`src/slex_pkg.sv`:
```
// Package for the script lexer: transaction types, token kind codes,
// character constants and the keyword table. No dependencies.
package slex_pkg;

   // Width of byte offsets kept inside the scanner (8 to 32)
   localparam int unsigned OFFSET_BITS = 16;

   // Result queue depth and the room one input transaction may need
   localparam int unsigned QUEUE_DEPTH = 8;
   localparam int unsigned QUEUE_PTR_BITS = $clog2(QUEUE_DEPTH);
   localparam int unsigned MAX_TOKENS = 3;

   // Input transaction
   typedef struct packed {
      logic [7:0] source_byte;
      logic       end_marker;
   } req_type;

   // Result transaction
   typedef struct packed {
      logic [5:0]  token_kind;
      logic        error_kind;
      logic [15:0] lexeme_start;
      logic [15:0] lexeme_length;
      logic [15:0] line_number;
      logic        last_of_run;
   } rsp_type;

   // Scanner modes, one-hot
   typedef enum logic [8:0] {
      MODE_IDLE    = 9'b000000001,
      MODE_OP      = 9'b000000010,
      MODE_COMMENT = 9'b000000100,
      MODE_STR     = 9'b000001000,
      MODE_ESC     = 9'b000010000,
      MODE_INT     = 9'b000100000,
      MODE_DOT     = 9'b001000000,
      MODE_FRAC    = 9'b010000000,
      MODE_IDENT   = 9'b100000000
   } mode_type;

   // Operator waiting to see whether '=' or '/' follows
   typedef enum logic [2:0] {
      OP_NONE    = 3'd0,
      OP_BANG    = 3'd1,
      OP_EQUAL   = 3'd2,
      OP_LESS    = 3'd3,
      OP_GREATER = 3'd4,
      OP_SLASH   = 3'd5
   } op_type;

   // Token kinds
   localparam logic [5:0] KIND_DOT        = 6'd8;
   localparam logic [5:0] KIND_PAIR_BASE  = 6'd12;
   localparam logic [5:0] KIND_BANG       = 6'd13;
   localparam logic [5:0] KIND_EQUAL      = 6'd15;
   localparam logic [5:0] KIND_LESS       = 6'd17;
   localparam logic [5:0] KIND_GREATER    = 6'd19;
   localparam logic [5:0] KIND_SLASH      = 6'd22;
   localparam logic [5:0] KIND_STRING     = 6'd23;
   localparam logic [5:0] KIND_NUMBER     = 6'd24;
   localparam logic [5:0] KIND_IDENT      = 6'd25;
   localparam logic [5:0] KIND_KEYWORD0   = 6'd26;
   localparam logic [5:0] KIND_EOF        = 6'd42;
   localparam logic [5:0] KIND_ERROR      = 6'd43;

   // Error kinds
   localparam logic ERR_UNEXPECTED   = 1'b0;
   localparam logic ERR_UNTERMINATED = 1'b1;

   // Characters
   localparam logic [7:0] CH_EQUAL     = "=";
   localparam logic [7:0] CH_SLASH     = "/";
   localparam logic [7:0] CH_BACKSLASH = "\\";
   localparam logic [7:0] CH_DQUOTE    = "\"";
   localparam logic [7:0] CH_SQUOTE    = "'";
   localparam logic [7:0] CH_NEWLINE   = "\n";
   localparam logic [7:0] CH_CR        = "\r";
   localparam logic [7:0] CH_TAB       = "\t";
   localparam logic [7:0] CH_SPACE     = " ";
   localparam logic [7:0] CH_BANG      = "!";
   localparam logic [7:0] CH_LESS      = "<";
   localparam logic [7:0] CH_GREATER   = ">";
   localparam logic [7:0] CH_PERIOD    = ".";
   localparam logic [7:0] CH_UNDERSCORE = "_";

   // Single-character punctuation, kind = position in this table
   localparam int unsigned NUM_PUNCT = 13;
   localparam logic [7:0] PUNCT_CHARS [NUM_PUNCT] = '{
      "(", ")", "{", "}", "[", "]", "$", ",", ".", "-", "+", ";", "*"
   };

   // Keywords, right-aligned bytes, kind = KIND_KEYWORD0 + position
   localparam int unsigned NUM_KEYWORDS = 16;
   localparam logic [47:0] KW_TEXT [NUM_KEYWORDS] = '{
      48'h00000061_6e64,  // and
      48'h0063_6c617373,  // class
      48'h0000_656c7365,  // else
      48'h0066_616c7365,  // false
      48'h00000000_666e,  // fn
      48'h00000066_6f72,  // for
      48'h00000000_6966,  // if
      48'h0000_6e756c6c,  // null
      48'h00000000_6f72,  // or
      48'h0000_6563686f,  // echo
      48'h7265_7475726e,  // return
      48'h0073_75706572,  // super
      48'h0000_74686973,  // this
      48'h0000_74727565,  // true
      48'h0000006c_6574,  // let
      48'h0077_68696c65   // while
   };
   localparam logic [2:0] KW_LEN [NUM_KEYWORDS] = '{
      3'd3, 3'd5, 3'd4, 3'd5, 3'd2, 3'd3, 3'd2, 3'd4,
      3'd2, 3'd4, 3'd6, 3'd5, 3'd4, 3'd4, 3'd3, 3'd5
   };

endpackage

```
`src/script_lexer.sv`:
```
// Script lexer top level: streaming byte scanner and result queue.
// Depends on slex_pkg for transaction types, kind codes and keyword table.
//
// Usage:
//   req_*  : one source byte per transaction (or the end marker). A byte is
//            taken when req_valid is high and req_stall is low.
//   rsp_*  : tokens, one per transaction, taken when rsp_valid is high and
//            rsp_stall is low. last_of_run marks the final token caused by
//            one input transaction; a byte that finishes no token gives none.
//   csr_*  : writes the first line number; also loads the line counter.
//            csr_ready is always high.
// Order: an accepted byte is held in the input register and scanned there
//   once the queue has room; its tokens go into the result queue and show
//   on rsp_* in order. Throughput: one byte per cycle while req_stall is low.
//   The scan step is combinational; the 8-entry result queue drains one
//   token per cycle while rsp_stall is low, and the input register waits
//   (req_stall high) while fewer than three queue slots are free.
// Reset: scanner idle, offset 0, line counter 1, queue empty.
// A stalled receiver simply fills the queue and then stalls the sender.
module script_lexer (
   input  logic             clock,
   input  logic             reset,
   input  logic             req_valid,
   output logic             req_stall,
   input  slex_pkg::req_type req_data,
   output logic             rsp_valid,
   input  logic             rsp_stall,
   output slex_pkg::rsp_type rsp_data,
   input  logic             csr_valid,
   output logic             csr_ready,
   input  logic [15:0]      csr_data
);
   import slex_pkg::*;

   localparam logic [OFFSET_BITS-1:0] POS_MAX = {OFFSET_BITS{1'b1}};

   typedef struct packed {
      logic       hit;
      logic [5:0] kind;
   } punct_type;

   // Input register
   logic                      in_valid_ff;
   req_type                   in_ff;

   // Scanner state
   mode_type                  mode_ff, mode_in;
   op_type                    pend_ff, pend_in;
   logic [OFFSET_BITS-1:0]    tb_ff, tb_in;
   logic [OFFSET_BITS-1:0]    pos_ff, pos_in;
   logic [15:0]               line_ff, line_in;
   logic [47:0]               wp_ff, wp_in;
   logic                      quote_ff, quote_in;

   // Result queue
   rsp_type                   queue_ff [QUEUE_DEPTH];
   logic [QUEUE_PTR_BITS-1:0] wr_ff, rd_ff;
   logic [QUEUE_PTR_BITS:0]   count_ff, count_in;

   // Step signals
   logic                      step_go;
   logic                      pop;
   logic [7:0]                cur_byte;
   logic [OFFSET_BITS-1:0]    span_cur;
   logic [OFFSET_BITS-1:0]    dot_at;
   logic [1:0]                fl_n;
   rsp_type                   fl_tok [2];
   logic [1:0]                tok_n;
   rsp_type                   tok [MAX_TOKENS];
   logic                      handled;
   punct_type                 punct;
   logic [7:0]                quote_char;

   // ---- helper functions ----

   function automatic logic [15:0] sat_out(input logic [OFFSET_BITS:0] v);
      logic [OFFSET_BITS+16:0] w;
      w = {16'b0, v};
      return (w > (OFFSET_BITS+17)'(17'h0FFFF)) ? 16'hFFFF : w[15:0];
   endfunction

   function automatic rsp_type make_tok(input logic [5:0] kind, input logic err,
                                        input logic [OFFSET_BITS-1:0] start,
                                        input logic [OFFSET_BITS:0] len,
                                        input logic [15:0] line);
      rsp_type t;
      t.token_kind    = kind;
      t.error_kind    = err;
      t.lexeme_start  = sat_out({1'b0, start});
      t.lexeme_length = sat_out(len);
      t.line_number   = line;
      t.last_of_run   = 1'b0;
      return t;
   endfunction

   function automatic logic [OFFSET_BITS-1:0] span(input logic [OFFSET_BITS-1:0] from,
                                                   input logic [OFFSET_BITS-1:0] upto);
      return (upto >= from) ? upto - from : '0;
   endfunction

   function automatic logic [5:0] word_kind(input logic [47:0] wp, input logic [2:0] len);
      logic [47:0] mask;
      logic [5:0]  kind;
      mask = (48'h1 << {len, 3'b000}) - 48'h1;
      kind = KIND_IDENT;
      for (int k = NUM_KEYWORDS - 1; k >= 0; k--) begin
         if (KW_LEN[k] == len && (wp & mask) == KW_TEXT[k])
            kind = KIND_KEYWORD0 + 6'(k);
      end
      return kind;
   endfunction

   function automatic logic [5:0] single_op_kind(input op_type p);
      logic [5:0] kind;
      case (p)
         OP_BANG:    kind = KIND_BANG;
         OP_EQUAL:   kind = KIND_EQUAL;
         OP_LESS:    kind = KIND_LESS;
         OP_GREATER: kind = KIND_GREATER;
         OP_SLASH:   kind = KIND_SLASH;
         default:    kind = 6'd0;
      endcase
      return kind;
   endfunction

   function automatic logic is_digit(input logic [7:0] b);
      return b >= "0" && b <= "9";
   endfunction

   function automatic logic is_alpha(input logic [7:0] b);
      return (b >= "a" && b <= "z") || (b >= "A" && b <= "Z") || b == CH_UNDERSCORE;
   endfunction

   // ---- handshakes ----

   assign step_go   = in_valid_ff && (count_ff <= (QUEUE_PTR_BITS+1)'(QUEUE_DEPTH - MAX_TOKENS));
   assign req_stall = in_valid_ff && !step_go;
   assign rsp_valid = count_ff != '0;
   assign rsp_data  = queue_ff[rd_ff];
   assign pop       = rsp_valid && !rsp_stall;
   assign csr_ready = 1'b1;

   // Input register
   always_ff @(posedge clock) begin
      if (reset) begin
         in_valid_ff <= 1'b0;
      end else if (!req_stall) begin
         in_valid_ff <= req_valid;
      end
      if (req_valid && !req_stall) begin
         in_ff <= req_data;
      end
   end

   // ---- token held by the current mode, ending before the current byte ----

   assign span_cur = span(tb_ff, pos_ff);
   assign dot_at   = (pos_ff != '0) ? pos_ff - 1'b1 : '0;

   always_comb begin
      fl_n      = 2'd0;
      fl_tok[0] = '0;
      fl_tok[1] = '0;
      case (mode_ff)
         MODE_OP: begin
            fl_tok[0] = make_tok(single_op_kind(pend_ff), 1'b0, tb_ff,
                                 (OFFSET_BITS+1)'(1), line_ff);
            fl_n = 2'd1;
         end
         MODE_INT, MODE_FRAC: begin
            fl_tok[0] = make_tok(KIND_NUMBER, 1'b0, tb_ff, {1'b0, span_cur}, line_ff);
            fl_n = 2'd1;
         end
         MODE_DOT: begin
            fl_tok[0] = make_tok(KIND_NUMBER, 1'b0, tb_ff,
                                 {1'b0, span(tb_ff, dot_at)}, line_ff);
            fl_tok[1] = make_tok(KIND_DOT, 1'b0, dot_at, (OFFSET_BITS+1)'(1), line_ff);
            fl_n = 2'd2;
         end
         MODE_IDENT: begin
            fl_tok[0] = make_tok((span_cur <= OFFSET_BITS'(6)) ?
                                 word_kind(wp_ff, span_cur[2:0]) : KIND_IDENT,
                                 1'b0, tb_ff, {1'b0, span_cur}, line_ff);
            fl_n = 2'd1;
         end
         default: begin
            fl_n = 2'd0;
         end
      endcase
   end

   // Punctuation lookup
   always_comb begin
      punct = '0;
      for (int i = 0; i < NUM_PUNCT; i++) begin
         if (cur_byte == PUNCT_CHARS[i]) begin
            punct.hit  = 1'b1;
            punct.kind = 6'(i);
         end
      end
   end

   assign cur_byte   = in_ff.source_byte;
   assign quote_char = quote_ff ? CH_SQUOTE : CH_DQUOTE;

   // ---- one scan step ----
   always_comb begin
      mode_in  = mode_ff;
      pend_in  = pend_ff;
      tb_in    = tb_ff;
      pos_in   = pos_ff;
      line_in  = line_ff;
      wp_in    = wp_ff;
      quote_in = quote_ff;
      tok_n    = 2'd0;
      for (int i = 0; i < MAX_TOKENS; i++) tok[i] = '0;
      handled  = 1'b1;

      if (in_ff.end_marker) begin
         // End of source: close whatever is open, then EOF
         if (mode_ff == MODE_STR || mode_ff == MODE_ESC) begin
            tok[0] = make_tok(KIND_ERROR, ERR_UNTERMINATED, tb_ff, {1'b0, span_cur}, line_ff);
            tok_n  = 2'd1;
         end else if (mode_ff != MODE_COMMENT) begin
            tok[0] = fl_tok[0];
            tok[1] = fl_tok[1];
            tok_n  = fl_n;
         end
         tok[tok_n] = make_tok(KIND_EOF, 1'b0, pos_ff, '0, line_ff);
         tok_n   = tok_n + 2'd1;
         mode_in = MODE_IDLE;
         pend_in = OP_NONE;
         wp_in   = '0;
      end else begin
         // Feed the byte to the open token
         case (mode_ff)
            MODE_OP: begin
               if (cur_byte == CH_EQUAL && pend_ff >= OP_BANG && pend_ff <= OP_GREATER) begin
                  tok[0]  = make_tok(KIND_PAIR_BASE + {2'b00, pend_ff, 1'b0}, 1'b0, tb_ff,
                                     (OFFSET_BITS+1)'(2), line_ff);
                  tok_n   = 2'd1;
                  mode_in = MODE_IDLE;
                  pend_in = OP_NONE;
               end else if (cur_byte == CH_SLASH && pend_ff == OP_SLASH) begin
                  mode_in = MODE_COMMENT;
                  pend_in = OP_NONE;
               end else begin
                  handled = 1'b0;
               end
            end
            MODE_COMMENT: begin
               if (cur_byte == CH_NEWLINE) begin
                  mode_in = MODE_IDLE;
                  handled = 1'b0;
               end
            end
            MODE_STR: begin
               if (cur_byte == quote_char) begin
                  tok[0]  = make_tok(KIND_STRING, 1'b0, tb_ff,
                                     {1'b0, span_cur} + (OFFSET_BITS+1)'(1), line_ff);
                  tok_n   = 2'd1;
                  mode_in = MODE_IDLE;
               end else if (cur_byte == CH_BACKSLASH) begin
                  mode_in = MODE_ESC;
               end else if (cur_byte == CH_NEWLINE) begin
                  line_in = (line_ff != 16'hFFFF) ? line_ff + 16'd1 : line_ff;
               end
            end
            MODE_ESC: begin
               mode_in = MODE_STR;
            end
            MODE_INT: begin
               if (cur_byte == CH_PERIOD) mode_in = MODE_DOT;
               else if (!is_digit(cur_byte)) handled = 1'b0;
            end
            MODE_DOT: begin
               if (is_digit(cur_byte)) mode_in = MODE_FRAC;
               else handled = 1'b0;
            end
            MODE_FRAC: begin
               if (!is_digit(cur_byte)) handled = 1'b0;
            end
            MODE_IDENT: begin
               if (is_alpha(cur_byte) || is_digit(cur_byte)) wp_in = {wp_ff[39:0], cur_byte};
               else handled = 1'b0;
            end
            default: begin
               mode_in = MODE_IDLE;
               handled = 1'b0;
            end
         endcase

         // Byte not taken by the open token: close it and start a new one
         if (!handled) begin
            if (mode_ff != MODE_COMMENT) begin
               tok[0]  = fl_tok[0];
               tok[1]  = fl_tok[1];
               tok_n   = fl_n;
               mode_in = MODE_IDLE;
               pend_in = OP_NONE;
            end
            if (punct.hit) begin
               tok[tok_n] = make_tok(punct.kind, 1'b0, pos_ff, (OFFSET_BITS+1)'(1), line_ff);
               tok_n      = tok_n + 2'd1;
            end else begin
               tb_in = pos_ff;
               case (cur_byte)
                  CH_BANG:    begin mode_in = MODE_OP;  pend_in = OP_BANG;    end
                  CH_EQUAL:   begin mode_in = MODE_OP;  pend_in = OP_EQUAL;   end
                  CH_LESS:    begin mode_in = MODE_OP;  pend_in = OP_LESS;    end
                  CH_GREATER: begin mode_in = MODE_OP;  pend_in = OP_GREATER; end
                  CH_SLASH:   begin mode_in = MODE_OP;  pend_in = OP_SLASH;   end
                  CH_DQUOTE:  begin mode_in = MODE_STR; quote_in = 1'b0;      end
                  CH_SQUOTE:  begin mode_in = MODE_STR; quote_in = 1'b1;      end
                  CH_SPACE, CH_CR, CH_TAB: begin
                     mode_in = MODE_IDLE;
                  end
                  CH_NEWLINE: begin
                     line_in = (line_ff != 16'hFFFF) ? line_ff + 16'd1 : line_ff;
                  end
                  default: begin
                     if (is_digit(cur_byte)) begin
                        mode_in = MODE_INT;
                     end else if (is_alpha(cur_byte)) begin
                        mode_in = MODE_IDENT;
                        wp_in   = {40'b0, cur_byte};
                     end else begin
                        tok[tok_n] = make_tok(KIND_ERROR, ERR_UNEXPECTED, pos_ff,
                                              (OFFSET_BITS+1)'(1), line_ff);
                        tok_n      = tok_n + 2'd1;
                     end
                  end
               endcase
            end
         end

         pos_in = (pos_ff != POS_MAX) ? pos_ff + 1'b1 : pos_ff;
      end

      // Mark the final token of this transaction
      if (tok_n != 2'd0) tok[tok_n - 2'd1].last_of_run = 1'b1;
   end

   // Scanner state registers; a configuration write reloads the line counter
   always_ff @(posedge clock) begin
      if (reset) begin
         mode_ff  <= MODE_IDLE;
         pend_ff  <= OP_NONE;
         tb_ff    <= '0;
         pos_ff   <= '0;
         line_ff  <= 16'd1;
         wp_ff    <= '0;
         quote_ff <= 1'b0;
      end else begin
         if (step_go) begin
            mode_ff  <= mode_in;
            pend_ff  <= pend_in;
            tb_ff    <= tb_in;
            pos_ff   <= pos_in;
            wp_ff    <= wp_in;
            quote_ff <= quote_in;
         end
         if (csr_valid && csr_ready) begin
            line_ff <= csr_data;
         end else if (step_go) begin
            line_ff <= line_in;
         end
      end
   end

   // Result queue: up to three writes, one read per cycle
   assign count_in = count_ff + (step_go ? {{(QUEUE_PTR_BITS-1){1'b0}}, tok_n} : '0)
                     - {{QUEUE_PTR_BITS{1'b0}}, pop};

   always_ff @(posedge clock) begin
      if (reset) begin
         wr_ff    <= '0;
         rd_ff    <= '0;
         count_ff <= '0;
      end else begin
         if (step_go) wr_ff <= wr_ff + {{(QUEUE_PTR_BITS-2){1'b0}}, tok_n};
         if (pop) rd_ff <= rd_ff + 1'b1;
         count_ff <= count_in;
      end
   end

   always_ff @(posedge clock) begin
      if (step_go) begin
         for (int i = 0; i < MAX_TOKENS; i++) begin
            if (2'(i) < tok_n) queue_ff[wr_ff + QUEUE_PTR_BITS'(i)] <= tok[i];
         end
      end
   end

   // ---- assertions ----

   a_queue_bound: assert property (@(posedge clock) disable iff (reset)
      count_ff <= (QUEUE_PTR_BITS+1)'(QUEUE_DEPTH))
      else $error("result queue overflow");

   a_mode_onehot: assert property (@(posedge clock) disable iff (reset)
      $onehot(mode_ff))
      else $error("scanner mode not one-hot");

   a_eof_emits: assert property (@(posedge clock) disable iff (reset)
      step_go && in_ff.end_marker |-> tok_n != 2'd0 && tok[tok_n - 2'd1].token_kind == KIND_EOF)
      else $error("end marker without EOF token");

   a_eof_idle: assert property (@(posedge clock) disable iff (reset)
      step_go && in_ff.end_marker |=> mode_ff == MODE_IDLE && pend_ff == OP_NONE)
      else $error("scanner not idle after end marker");

   a_pos_monotonic: assert property (@(posedge clock) disable iff (reset)
      step_go |=> pos_ff >= $past(pos_ff))
      else $error("byte offset went backwards");

endmodule

```
`config.mk`:
```
export PLATFORM = sky130hd
export DESIGN_NAME = script_lexer
export DESIGN_NICKNAME = d
export VERILOG_FILES = /design/src/slex_pkg.sv /design/src/script_lexer.sv
export SDC_FILE = /design/constraint.sdc
export NUM_CORES = 1
export LEC_CHECK = 0
export CAP_MARGIN = 20
export CORE_UTILIZATION = 50
export CTS_CLUSTER_DIAMETER = 100
export CTS_CLUSTER_SIZE = 16
export DETAILED_ROUTE_END_ITERATION = 10
export DONT_BUFFER_PORTS = 1
export SLEW_MARGIN = 20
export SYNTH_ARGS = -nofsm -noshare
export SYNTH_HDL_FRONTEND = slang
export SYNTH_SLANG_ARGS = --single-unit
```
`constraint.sdc`:
```
create_clock -name clock -period 8.86 [get_ports clock]
set_clock_uncertainty 0.2 [all_clocks]
set_input_delay 0.886 -clock clock [delete_from_list [all_inputs] [get_ports clock]]
set_output_delay 0.886 -clock clock [all_outputs]
set_load 0.05 [all_outputs]
```
-- Word-level counts from Yosys, hierarchy flattened
Memory sizes are Yosys's and may differ from the RTL's. A register that Yosys moved wholly into a read port is not among the register bits.
Cells that the tools add are included.
W data, S select, Z words.
- register bits after elaboration: 129
- bits in writable memories: 448
- input port bits: 30
- output and inout bits: 59
- word-level logic and storage cells: 325
- memories: 1
- add/sub/neg operators: 17
- order comparisons: 22
- equal/unequal tests: 65
- shifts and indexed selects: 1
- mux-type cells: 145
- bitwise operators: 7
- reductions and logical operators: 54
- memories (memory ; words ; bits a word ; rd ports ; clocked after memory_dff ; write ports ; RTL line ; source):
    queue_ff ; 8 ; 56 ; 1 ; 1 ; 3 ; script_lexer.sv:56 ; rsp_type queue_ff [QUEUE_DEPTH];
- operator list (operator ; number):
    $mux W168 ; 7
    $bwmux W168 ; 4
    $mux W112 ; 4
    $mux W48 ; 8
    $demux W56 S2 ; 3
    $mux W56 ; 6
    $eq A48 B31 Y1 const B ; 5
    $mux W16 ; 15
    $pmux W56 S4 ; 1
    $eq A48 B39 Y1 const B ; 4
    $eq A48 B15 Y1 const B ; 3
    $eq A48 B23 Y1 const B ; 3
    $eq A8 B6 Y1 const B ; 17
    $mux W9 ; 13
    $mux W55 ; 2
    $pmux W55 S2 ; 1
    $mux W6 ; 17
    $mux W7 ; 13
    $pmux W9 S7 ; 1
    $eq A8 B7 Y1 const B ; 7
    $mux W54 ; 1
    $and A48 B48 Y48 ; 1
    $eq A48 B47 Y1 const B ; 1
    $shl A1 B6 Y48 const A ; 1
    71 further kinds ; 173

-- Logic depth before layout (Yosys ltp)
- depth in word-level cells: 37
- mapped depth: 30
- mapped depth without buffers: 26

-- Worst setup path after synthesis
No wires, ideal clock.
- path type: register to register
- start point: register pos_ff[0]
- end point: memory queue_ff[2][52] (netlist bit) (data pin)
- setup time: 159 ps
- data arrival time: 6129 ps
- data required time: 8501 ps
- setup slack: 2372 ps
- stages on the path, launching flop included: 29
- path buffers: 3
- clock period less this slack: 6488 ps
- path through: dfxtp_1 > clkbuf_1 > inv_1 > ha_1 > inv_1 > fa_1 > nand3_1 > nand3_1 > a21oi_2 > and2_1 > clkbuf_1 > nor2_1 > inv_1 > ha_1 > clkbuf_1 > inv_1 > a211oi_1 > a21oi_1 > ha_1 > nand2b_1 > or4b_2 > nor2_1 > nand3_1 > nor4b_1 > a221oi_1 > nand4_1 > a21oi_1 > or3_1 > a22oi_1
- RTL lines (what ; RTL line ; source):
    from (decl) ; script_lexer.sv:50 ; logic [OFFSET_BITS-1:0] pos_ff, pos_in;
    from (signal assigned) ; script_lexer.sv:359 ; pos_ff <= pos_in;
    to (decl) ; script_lexer.sv:56 ;

==> metrics.cfg <==
[detailed_routing]
drt_iter0_drc = 3621
antenna_left = 0
drcViolationCount = 0
first_pass_iters = 8
viasPerCell = 6.71
postRouteWirelength_microns = 127000
wl_per_cell_microns = 29.1
vias = 29363

[critical_path]
cp.arrival_ns = 8.01
crit_fanout = 14
slowest_delay_ns = 0.74
cp_slowest_cell = a21oi_1
r2r-end = queue_ff[4][52]
worstPathRequired_ns = 9.03
reg2reg_slack_ns = 1.02
setup.worst_path.start = pos_ff[0]
crit_path_frequent_cell = inv_1
worstSetupPathDepth = 27
startpoint_type = register
r2r_start = pos_ff[0]
endpoint = queue_ff[4][52]
end_kind = register
critPathKind = reg -> reg
cp_top_family = compound AO/OA/AOI/OAI gates
reg2reg_depth = 27
crit_buf_inv = 5

[placement]
gp_congestion = 0.954
place_area_sq_um = 36300
hpwl_microns = 86700
place_ws_ns = 1.21
io_buffers = 0
dpl.cell_count = 4293

[min_path]
hp-class = in -> reg
min_path_cells = 1

[die]
dieArea_sq_um = 72100
io_pins = 89
initial_utilization_pct = 50.6
rows = 97
core_sq_um = 70100
die_w_microns = 268
die_h_microns = 268

[pwr]
ir_drop_v = 0.000180
power.share.clock_pct = 28.2
p_sw_mw = 2.41
power_density_nw_per_um2 = 187
comb_power_share_pct = 27.5
swShare_pct = 34.1
p_leak_nw = 12.5
seq_power_share_pct = 44.3
internal_power_mw = 4.65
power_mw = 7.06

[timing]
setup_viol = 0
slew_headroom_pct = 17.9
worst_slew_pin_slew_ns = 1.22
fin_tns_setup_ns = 0
finalMaxSlewViolations = 0
clock.fmax_mhz = 128
hold_ws_ns = 0.132
hold_viol = 0
fin_crit_sh_pct = 88.5
min_period_ns = 7.84
rsz0062_at_grt = false
timing.final.ws_setup_ns = 1.02

[clocking]
ctsHtreeMaxLevel = 2
cts_resized = 0
ctsLongestPathBuffers = 3
clk_root_buffer_cell = clkbuf_16
insertion_delay_ns = 0.64
post-cts-setup-buffers = 0
cts_tree = done
ctsHoldBuffers = 0
clock_sinks = 580
clk_pin_slew_worst_paths_ns = 0.09
cts_made_buffers = 44

[synthesis]
async_flop_share_pct = 0
synth_fp_nets = 3636
synth_flop_cell = edfxtp_1
synth_cell_types = 114
yosysWarnings = 0
synth_area_per_cell_sq_um = 10.0
synth-edff-count = 457
syn_inst = 3540
synth.yosys.seq_area_share_pct = 45.6
yosys_register_bits = 580
synth.cell_area_sq_um = 35500

[global_routing]
antenna_found_initial = 2
grt_pass1_vias = 27891
grt-ovfl-total = 0
met3_usage_pct = 6.17
grt_max_degree = 122
grt-busiest-layer = met2
met1_usage_pct = 47.6
grt_use_met2_pct = 55.7
grt_usage_pct = 34.8
grt_first_pass_wirelength_microns = 185000

[flow_run]
drv_cap = 0

[layout]
final_area_sq_um = 37700
final_cell_mix = edfxtp_1 (457), nand2_1 (421), nor2_1 (392)
final_core_util_pct = 53.7
stdcell_count = 4378
area_growth_pct = 6.19
drive_above_1_share_pct = 13.8
final_common_cell = edfxtp_1
layout.nets = 3498

[status]
status = complete, no violations

## how the worst min path moves through the flow
stage,start,slack (ns),endpoint
final,reset,0.13,line_ff[9]
after global routing,reset,0.12,line_ff[4]
after CTS,reset,0.10,line_ff[4]
after detailed placement,tb_ff[4],0.28,tb_ff[4]
after global placement,tb_ff[3],0.27,tb_ff[3]
after floorplan,tb_ff[11],0.26,tb_ff[11]
## power by group through the flow
stage                     registers (mW)  clock network (mW)  logic (mW)
after global placement              3.18                   0        1.92
after global routing                3.14                2.10        2.05
after CTS                           3.13                2.01        1.94
after detailed placement            3.19                   0        1.93
after floorplan                     3.09                   0        1.61
final                               3.13                1.99        1.94
## sequential cells by signal, indices dropped and copies added, names as in the netlist, named ones only
register and cells:
queue_ff 448, wp_ff 48, line_ff 16, pos_ff 16
tb_ff 16, mode_ff 9, cur_byte 8, count_ff 4
pend_ff 3, rd_ff 3, wr_ff 3, in_ff 1
in_valid_ff 1, quote_ff 1
## routing by layer
layer	part of all wire (%)	wire length [microns]	vias up
met3	9.5	12100	287
met2	46	58700	1622
li1	-	-	12883
met5	0	0	-
met1	41	51800	14571
met4	3.8	4780	0
## cell type report
type	instances	area, sq um
well taps	940	1180
clock buffers	72	1220
clock inverters	9	103
diodes	1	2.50
repair buffers	75	623
inverters	77	289
fillers	6330	32400
multi-input cells	2624	18100
flip-flops and latches	580	16200
## cell usage after synthesis (12+ instances only)
cell      count  area, sq um
a211oi_1     25          188
a21o_1       15          113
a21oi_1     235         1180
a221oi_1     21          184
a22oi_1      71          533
a31oi_1      49          307
and2_1      158          988
and3_1       33          206
buf_1        28          105
buf_2        67          335
clkbuf_1    150          563
dfxtp_1     123         2460
edfxtp_1    457        13700
ha_1         62          776
inv_1        73          274
mux2_2      109         1230
mux2i_1      22          220
mux4_2      112         2520
nand2_1     421         1580
nand2b_1     33          206
nand3_1      82          410
nand4_1      40          250
nand4b_1     12          105
nor2_1      395         1480
nor2b_1      43          269
nor3_1       64          320
nor4_1       31          194
o211ai_1     15          113
o21ai_0     132          661
o21ai_1      42          210
o22ai_1      38          238
o31ai_1      13         97.6
or2_2        14         87.6
or3_1        15         93.8
xnor2_1      40          350
xor2_1       32          280
## kinds of logic after synthesis
group                    count (synthesis)  share of synthesized area (%)
XOR/XNOR                                72                           1.78
AO/OA/AOI/OAI                          801                           14.7
buffers and inverters                  336                           4.03
AND/OR/NAND/NOR                       1429                           19.9
other                                    1                         0.0106
adder cells (fa/ha/maj)                 66                           2.41
multiplexers                           255                           11.6
flip-flops                             580                           45.6
Note: power is estimated with default switching activity, not from simulation.
